`config.mk`:
```
export PLATFORM = sky130hd
export DESIGN_NAME = multi_button_click_classifier_top
export DESIGN_NICKNAME = d
export VERILOG_FILES = /design/src/hw/rtl/mbc_pkg.sv /design/src/hw/rtl/mbc_lane.sv /design/src/hw/rtl/mbc_merge.sv /design/src/hw/rtl/multi_button_click_classifier_top.sv
export SDC_FILE = /design/constraint.sdc
export NUM_CORES = 1
export LEC_CHECK = 0
export BUFFER_PORTS_ARGS = -buffer_cell sky130_fd_sc_hd__buf_2
export CORE_MARGIN = 10
export CORE_UTILIZATION = 56
export CTS_CLUSTER_DIAMETER = 200
export DETAILED_ROUTE_END_ITERATION = 12
export GPL_TIMING_DRIVEN = 1
export PLACE_DENSITY = 0.86
export SKIP_LAST_GASP = 1
export SYNTH_ARGS = -nofsm -noshare
export SYNTH_HDL_FRONTEND = slang
export SYNTH_SLANG_ARGS = --single-unit
export TNS_END_PERCENT = 5
```
`constraint.sdc`:
```
create_clock -name aclk -period 3.4 [get_ports aclk]
set_input_delay 1.02 -clock aclk [delete_from_list [all_inputs] [get_ports aclk]]
set_output_delay 1.02 -clock aclk [all_outputs]
set_load 0.01 [all_outputs]
```
`src/hw/rtl/mbc_pkg.sv`:
```
// Package: shared constants and types for the multi-button click classifier.
`timescale 1ns / 1ps

package mbc_pkg;

    localparam int BUTTONS    = 4;
    localparam int PIN_W      = 4;
    localparam int LED_W      = 8;
    localparam int CLEAN_W    = 4;
    localparam int HI_OFFSET  = 4;
    localparam int DB_W       = 3;
    localparam int TICK_W     = 8;
    localparam int CLICK_W    = 2;

    localparam int CFG_IDX_W  = 2;
    localparam int CFG_DATA_W = 8;

    localparam int S_TDATA_W  = 8;
    localparam int RES_W      = LED_W + LED_W + CLEAN_W;
    localparam int M_TDATA_W  = ((RES_W + 7) / 8) * 8;

    localparam int TOG_WIDE_W = BUTTONS + HI_OFFSET + LED_W;
    localparam int CLN_WIDE_W = BUTTONS + CLEAN_W;
    localparam int PIN_WIDE_W = BUTTONS + PIN_W;

    localparam logic [CFG_IDX_W-1:0] REG_DEBOUNCE  = 2'd0;
    localparam logic [CFG_IDX_W-1:0] REG_LONG_PRESS = 2'd1;
    localparam logic [CFG_IDX_W-1:0] REG_CLICK_GAP = 2'd2;

    localparam logic [DB_W-1:0]    DEBOUNCE_RST   = 3'd3;
    localparam logic [TICK_W-1:0]  LONG_PRESS_RST = 8'd30;
    localparam logic [TICK_W-1:0]  CLICK_GAP_RST  = 8'd15;

    localparam logic [DB_W-1:0]    CHANGE_MAX = '1;
    localparam logic [TICK_W-1:0]  TICK_MAX   = '1;
    localparam logic [CLICK_W-1:0] CLICK_MAX  = '1;
    localparam logic [CLICK_W-1:0] CLICK_ONE  = 2'd1;
    localparam logic [CLICK_W-1:0] CLICK_TWO  = 2'd2;

    typedef enum logic [1:0] {
        PH_IDLE    = 2'd0,
        PH_PRESSED = 2'd1,
        PH_WAITING = 2'd2
    } phase_t;

    typedef struct packed {
        logic level;
        logic tog_lo;
        logic tog_hi;
    } lane_out_t;

endpackage

```
`src/hw/rtl/mbc_lane.sv`:
```
// Per-button lane: debounce counter and click phase machine.
`timescale 1ns / 1ps

module mbc_lane (
    input  logic                         aclk,
    input  logic                         aresetn,
    input  logic                         tick_en,
    input  logic                         raw,
    input  logic [mbc_pkg::DB_W-1:0]     debounce_ticks,
    input  logic [mbc_pkg::TICK_W-1:0]   long_press_ticks,
    input  logic [mbc_pkg::TICK_W-1:0]   click_gap_ticks,
    output mbc_pkg::lane_out_t           lane_out
);
    import mbc_pkg::*;

    logic               level_reg,  level_next;
    logic [DB_W-1:0]    change_reg, change_next;
    phase_t             phase_reg,  phase_next;
    logic [TICK_W-1:0]  held_reg,   held_next;
    logic [CLICK_W-1:0] click_reg,  click_next;
    logic [DB_W-1:0]    change_inc;
    logic               tog_lo, tog_hi;

    always_ff @(posedge aclk) begin
        if (!aresetn) begin
            level_reg  <= 1'b1;
            change_reg <= '0;
            phase_reg  <= PH_IDLE;
            held_reg   <= '0;
            click_reg  <= '0;
        end else if (tick_en) begin
            level_reg  <= level_next;
            change_reg <= change_next;
            phase_reg  <= phase_next;
            held_reg   <= held_next;
            click_reg  <= click_next;
        end
    end

    always_comb begin
        held_next   = held_reg;
        click_next  = click_reg;
        phase_next  = phase_reg;
        level_next  = level_reg;
        change_next = '0;
        change_inc  = change_reg;
        tog_lo      = 1'b0;
        tog_hi      = 1'b0;

        if (phase_reg != PH_IDLE && held_reg != TICK_MAX) begin
            held_next = held_reg + 1'b1;
        end

        if (level_reg != raw) begin
            if (change_reg != CHANGE_MAX) begin
                change_inc = change_reg + 1'b1;
            end
            if (change_inc >= debounce_ticks) begin
                level_next  = raw;
                change_next = '0;
            end else begin
                change_next = change_inc;
            end
        end

        case (phase_reg)
            PH_IDLE: begin
                if (!level_next) begin
                    held_next  = '0;
                    click_next = CLICK_ONE;
                    phase_next = PH_PRESSED;
                end
            end
            PH_PRESSED: begin
                if (level_next) begin
                    if (held_next >= long_press_ticks) begin
                        tog_lo     = 1'b1;
                        phase_next = PH_IDLE;
                    end else begin
                        held_next  = '0;
                        phase_next = PH_WAITING;
                    end
                end else if (held_next >= long_press_ticks) begin
                    click_next = '0;
                end
            end
            PH_WAITING: begin
                if (held_next >= click_gap_ticks) begin
                    phase_next = PH_IDLE;
                    if (click_reg == CLICK_ONE) begin
                        tog_hi = 1'b1;
                    end else if (click_reg == CLICK_TWO) begin
                        tog_lo = 1'b1;
                    end
                end else if (!level_next) begin
                    if (click_reg != CLICK_MAX) begin
                        click_next = click_reg + 1'b1;
                    end
                    held_next  = '0;
                    phase_next = PH_PRESSED;
                end
            end
            default: begin
                phase_next = PH_IDLE;
            end
        endcase
    end

    assign lane_out.level  = level_next;
    assign lane_out.tog_lo = tog_lo;
    assign lane_out.tog_hi = tog_hi;

endmodule

```
`src/hw/rtl/mbc_merge.sv`:
```
// Merge stage: combines lane toggles, holds the LED register and the output skid buffer.
`timescale 1ns / 1ps

module mbc_merge (
    input  logic                          aclk,
    input  logic                          aresetn,
    input  logic                          tick_en,
    input  mbc_pkg::lane_out_t            lanes [mbc_pkg::BUTTONS],
    output logic                          skid_full,
    output logic                          m_tvalid,
    input  logic                          m_tready,
    output logic [mbc_pkg::M_TDATA_W-1:0] m_tdata
);
    import mbc_pkg::*;

    logic [BUTTONS-1:0]    lo_vec, hi_vec, lvl_vec;
    logic [TOG_WIDE_W-1:0] tog_wide;
    logic [CLN_WIDE_W-1:0] cln_wide;
    logic [LED_W-1:0]      toggles;
    logic [CLEAN_W-1:0]    clean;
    logic [LED_W-1:0]      led_reg, led_next;
    logic [RES_W-1:0]      result;
    logic [RES_W-1:0]      out_reg, skid_reg;
    logic                  out_valid_reg, skid_valid_reg;

    always_comb begin
        for (int i = 0; i < BUTTONS; i++) begin
            lo_vec[i]  = lanes[i].tog_lo;
            hi_vec[i]  = lanes[i].tog_hi;
            lvl_vec[i] = lanes[i].level;
        end
    end

    assign tog_wide = TOG_WIDE_W'(lo_vec) ^ (TOG_WIDE_W'(hi_vec) << HI_OFFSET);
    assign toggles  = tog_wide[LED_W-1:0];
    assign cln_wide = CLN_WIDE_W'(lvl_vec);
    assign clean    = cln_wide[CLEAN_W-1:0];
    assign led_next = led_reg ^ toggles;
    assign result   = {clean, toggles, led_next};

    always_ff @(posedge aclk) begin
        if (!aresetn) begin
            led_reg        <= '0;
            out_valid_reg  <= 1'b0;
            skid_valid_reg <= 1'b0;
        end else begin
            if (tick_en) begin
                led_reg <= led_next;
            end
            if (!out_valid_reg || m_tready) begin
                out_valid_reg  <= skid_valid_reg || tick_en;
                skid_valid_reg <= 1'b0;
            end else if (tick_en) begin
                skid_valid_reg <= 1'b1;
            end
        end
    end

    always_ff @(posedge aclk) begin
        if (!out_valid_reg || m_tready) begin
            out_reg <= skid_valid_reg ? skid_reg : result;
        end else if (tick_en) begin
            skid_reg <= result;
        end
    end

    assign skid_full = skid_valid_reg;
    assign m_tvalid  = out_valid_reg;
    assign m_tdata   = M_TDATA_W'(out_reg);

endmodule

```
`src/hw/rtl/multi_button_click_classifier_top.sv`:
```
// Top level: four-button debounce and single/double/long press classifier.
`timescale 1ns / 1ps

// Each accepted pin sample yields exactly one result transaction; every button
// lane updates in the same cycle, so throughput is one transaction per cycle
// while s_tready is high, and results leave through the output register. A
// two-deep output buffer lets input continue while a result waits; s_tready
// drops only when both entries are occupied. Configuration writes take effect
// at the next accepted sample and should be issued while the stream is idle.
module multi_button_click_classifier_top (
    input  logic                           aclk,
    input  logic                           aresetn,
    input  logic                           s_tvalid,
    output logic                           s_tready,
    // [3:0] pin_levels
    input  logic [mbc_pkg::S_TDATA_W-1:0]  s_tdata,
    output logic                           m_tvalid,
    input  logic                           m_tready,
    // [7:0] led_bits, [15:8] toggle_mask, [19:16] clean_levels
    output logic [mbc_pkg::M_TDATA_W-1:0]  m_tdata,
    input  logic                           cfg_we,
    input  logic [mbc_pkg::CFG_IDX_W-1:0]  cfg_index,
    input  logic [mbc_pkg::CFG_DATA_W-1:0] cfg_wdata
);
    import mbc_pkg::*;

    logic [DB_W-1:0]       debounce_reg;
    logic [TICK_W-1:0]     long_press_reg;
    logic [TICK_W-1:0]     click_gap_reg;
    logic                  tick_en;
    logic                  skid_full;
    logic [PIN_WIDE_W-1:0] pin_wide;
    lane_out_t             lanes [BUTTONS];

    always_ff @(posedge aclk) begin
        if (!aresetn) begin
            debounce_reg   <= DEBOUNCE_RST;
            long_press_reg <= LONG_PRESS_RST;
            click_gap_reg  <= CLICK_GAP_RST;
        end else if (cfg_we) begin
            case (cfg_index)
                REG_DEBOUNCE:   debounce_reg   <= cfg_wdata[DB_W-1:0];
                REG_LONG_PRESS: long_press_reg <= cfg_wdata[TICK_W-1:0];
                REG_CLICK_GAP:  click_gap_reg  <= cfg_wdata[TICK_W-1:0];
                default: begin
                end
            endcase
        end
    end

    assign s_tready = !skid_full;
    assign tick_en  = s_tvalid && s_tready;
    assign pin_wide = PIN_WIDE_W'(s_tdata[PIN_W-1:0]);

    for (genvar g = 0; g < BUTTONS; g++) begin : g_lane
        mbc_lane u_lane (
            .aclk             (aclk),
            .aresetn          (aresetn),
            .tick_en          (tick_en),
            .raw              (pin_wide[g]),
            .debounce_ticks   (debounce_reg),
            .long_press_ticks (long_press_reg),
            .click_gap_ticks  (click_gap_reg),
            .lane_out         (lanes[g])
        );
    end

    mbc_merge u_merge (
        .aclk      (aclk),
        .aresetn   (aresetn),
        .tick_en   (tick_en),
        .lanes     (lanes),
        .skid_full (skid_full),
        .m_tvalid  (m_tvalid),
        .m_tready  (m_tready),
        .m_tdata   (m_tdata)
    );

endmodule
```
==> metrics.txt <==
status=finished, violations left; violations in the final reports=negative setup slack; async set-reset flop share out of synthesis=0%; maxcap violations=0; CP endpoint kind=flip-flop; fin. max-slew vios=0; grt ovf=0; Final HPWL DP=about 15 mm; top post-synthesis cells by area=dfxtp_1 (21%), ha_1 (17%), edfxtp_1 (14%); cell taking the most area after synthesis=dfxtp_1; crit-path cells=ha_1 -> nand3_1 -> o21ba_4 -> xnor2_1 -> buf_4 -> ha_1 -> nor3b_1 -> o21ai_0 -> a221oi_1 -> buf_4 -> nand3b_1 -> a21boi_2 -> xor2_1 -> mux2_2; ys flop type=dfxtp_1; iteration-0 DRC count of the detailed router=764; DRT antenna net count=0; CP max FO=6; Netlist Area Pre-Place=8707 µm²; I/O pin count=between 40 and 50; number of buffers created by CTS=17; sequential fraction of the synthesis area=a little over a third; clock-pin transition on the worst setup and hold timing paths=0.07 ns; die area=around 21,000 µm²; Final Hold Fails=0; #FFs+latches synth=133; share of post-route cells with drive strength above 1=23.43%; Lkg Pwr=between 4 and 5 nW; CTS max path bufs=2; area grow syn2layout=21.02%; Syn Area/Cell=between 9 and 10 µm²; cell depth of the worst min-delay path=2; P per Cell Area=between 400 and 500 nW/µm²; std cell rows=between 40 and 50; Skew-Pair Late Insertion Delay=0.44 ns; max reg flops=32; pin count of the biggest net entering global routing=between 60 and 70; most frequent cell after synthesis=nand2_1; Die Span Y=144.7 µm; R2R cell count=14; final core utilization=69.32%; clock root buffer=clkbuf_16; critical path's slowest cell=dfxtp_1; RSZ-0062 raised after global routing=true; Tightest Hold Check Type=reg2reg; Power, Total=roughly 4.6 mW; hold_buf cts=0; Netlist cell types=72; Placer Congestion=0.9215; design area=around 11,000 µm²; top cell type's share of synthesized area=about a fifth; Clock Sinks=133; fin crit share=105.0%; first-pass GRT wire length=between 30 and 40 mm; fill count=1,044; maximum level of the CTS H-tree=4; worst slew pin tran=about 0.75 ns; Total Nets Final=roughly 1,200; Tmin final=~3.6 ns; port bufs=40; Post-DP Area=9597 µm²; Fmax achieved=between 0.2 and 0.3 GHz; Worst Slack Setup Final=-0.1694 ns; Setup crit start kind=flip-flop; crit path kind=reg2reg; antenna violations before repair=0; WL final=~24 mm; worst vdd ir=roughly 380 µV; Synth Warn #=0; vias in the first global route=7,519; routed vias/inst=~6.1; Critical Path AT=3.77 ns; Initial Util=57.28%; Chip Width=144.7 µm; Required @ worst endpoint=about 3.6 ns; Worst Skew=0.01167 ns; Max transition margin=between 40 and 50%; Core ar.=approximately 15,000 µm²; vias=roughly 8,000; gr usage total=between 20% and 30%; wire per inst=between 15 and 20 µm; EDFF count, synth=40; # diodes=0; residual DRC count=0; Detailed Routing Iterations Pass 1=6; final setup violation count=39; commonest cells in the netlist=nand2_1 (118), ha_1 (116), dfxtp_1 (93), nor2_1 (68), a21oi_1 (56); CTS tree=done; Max stage delay on crit path=just under 0.4 ns; Cells after Synth=roughly 960
==> per-stage QoR <==
| step | TNS, ns | hold WS, ns | worst slack (ns) | instances |
|---|---|---|---|---|
| 6_report | -2.717 | 0.4666 | -0.1694 | 1272 |
| 5_1_grt | -8.873 | 0.4855 | -0.2908 | 1272 |
| 4_1_cts | -1.446 | 0.4664 | -0.1072 | 1265 |
| 3_5_place_dp | -1.116 | 0.4573 | -0.1109 | 1232 |
| 3_3_place_gp | -0.007370 | 0.4423 | -0.004365 | 1232 |
| 2_1_floorplan | 0 | 0.4363 | 0.02200 | 958 |
==> routing by layer <==
metal	share of wire (%)	GRT usage (%)
met3	6.6	3.846
met1	40	24.63
met4	3.9	8.830
met2	50	36.92
met5	0	0
==> timing repair <==
| action | in CTS | in global routing |
|---|---|---|
| gates cloned | 0 | 1 |
| pin swaps | 0 | 32 |
| setup buffers | 1 | 6 |
| gates resized for setup | 4 | 53 |
| endpoints found under the setup margin | 36 | 73 |
| hold endpoints to repair | 0 | 0 |
==> cell families (layout without fill, tap and decap cells) <==
kind of cell             count (synthesis)  after routing  share of synthesized area (%)
AND/OR/NAND/NOR                        336            337                          18.77
AO/OA/AOI/OAI                          195            195                          15.66
flip-flops                             133            133                          35.18
adder cells (fa/ha/maj)                116            116                          16.67
buffers and inverters                   91            216                          4.455
XOR/XNOR                                47             47                          4.728
multiplexers                            36             36                          4.498
other                                    1              4                        0.04307
==> where the power goes <==
part           switching [mW]  total, mW  internal (mW)
clock                   0.822       1.83           1.01
sequential             0.0453       1.75           1.70
combinational           0.569      0.978          0.409
total                    1.44       4.56           3.12
==> worst paths after layout <==
| kind | startpoint | end | slack, ns |
|---|---|---|---|
| max reg2reg | g_lane[1].u_lane.held_reg[1] | u_merge.out_reg[1] | -0.17 |
| min | g_lane[0].u_lane.change_reg[2] | g_lane[0].u_lane.change_reg[2] | 0.47 |
| max | g_lane[1].u_lane.held_reg[1] | u_merge.out_reg[1] | -0.17 |
| min reg2reg | g_lane[0].u_lane.change_reg[2] | g_lane[0].u_lane.change_reg[2] | 0.47 |
==> layout make-up <==
| class | instances | area, µm² | area share (%) |
|---|---|---|---|
| Clock buffer | 18 | 450.4 | 4.275 |
| Clock inverter | 14 | 132.6 | 1.259 |
| Inverter | 54 | 202.7 | 1.924 |
| Multi-Input combinational cell | 735 | 5569 | 52.85 |
| Sequential cell | 133 | 3068 | 29.11 |
| Tap cell | 188 | 235.2 | 2.232 |
| Timing Repair Buffer | 130 | 879.6 | 8.347 |
==> worst max-delay path: cells and delay by family (launching register included) <==
| kind | cells | cell delay, ns |
|---|---|---|
| AO/OA/AOI/OAI | 4 | 0.83 |
| XOR/XNOR | 2 | 0.51 |
| adder cells (fa/ha/maj) | 2 | 0.41 |
| buffers and inverters | 2 | 0.38 |
| flip-flops | 1 | 0.39 |
| multiplexers | 1 | 0.28 |
| AND/OR/NAND/NOR | 3 | 0.52 |
==> cell usage in the layout (no fill, tap or decap), types with 29 or more instances in the layout <==
cell      synthesis  final
inv_1            50     50
nor2_1           68     67
o21ai_0          42     41
edfxtp_1         40     40
buf_4             4     89
buf_2             7     40
nand3_1          45     39
a21oi_1          56     51
ha_1            116    113
xnor2_1          35     29
dfxtp_1          93     91
nand2_1         118    115
Note: power is estimated with default switching activity, not from simulation.
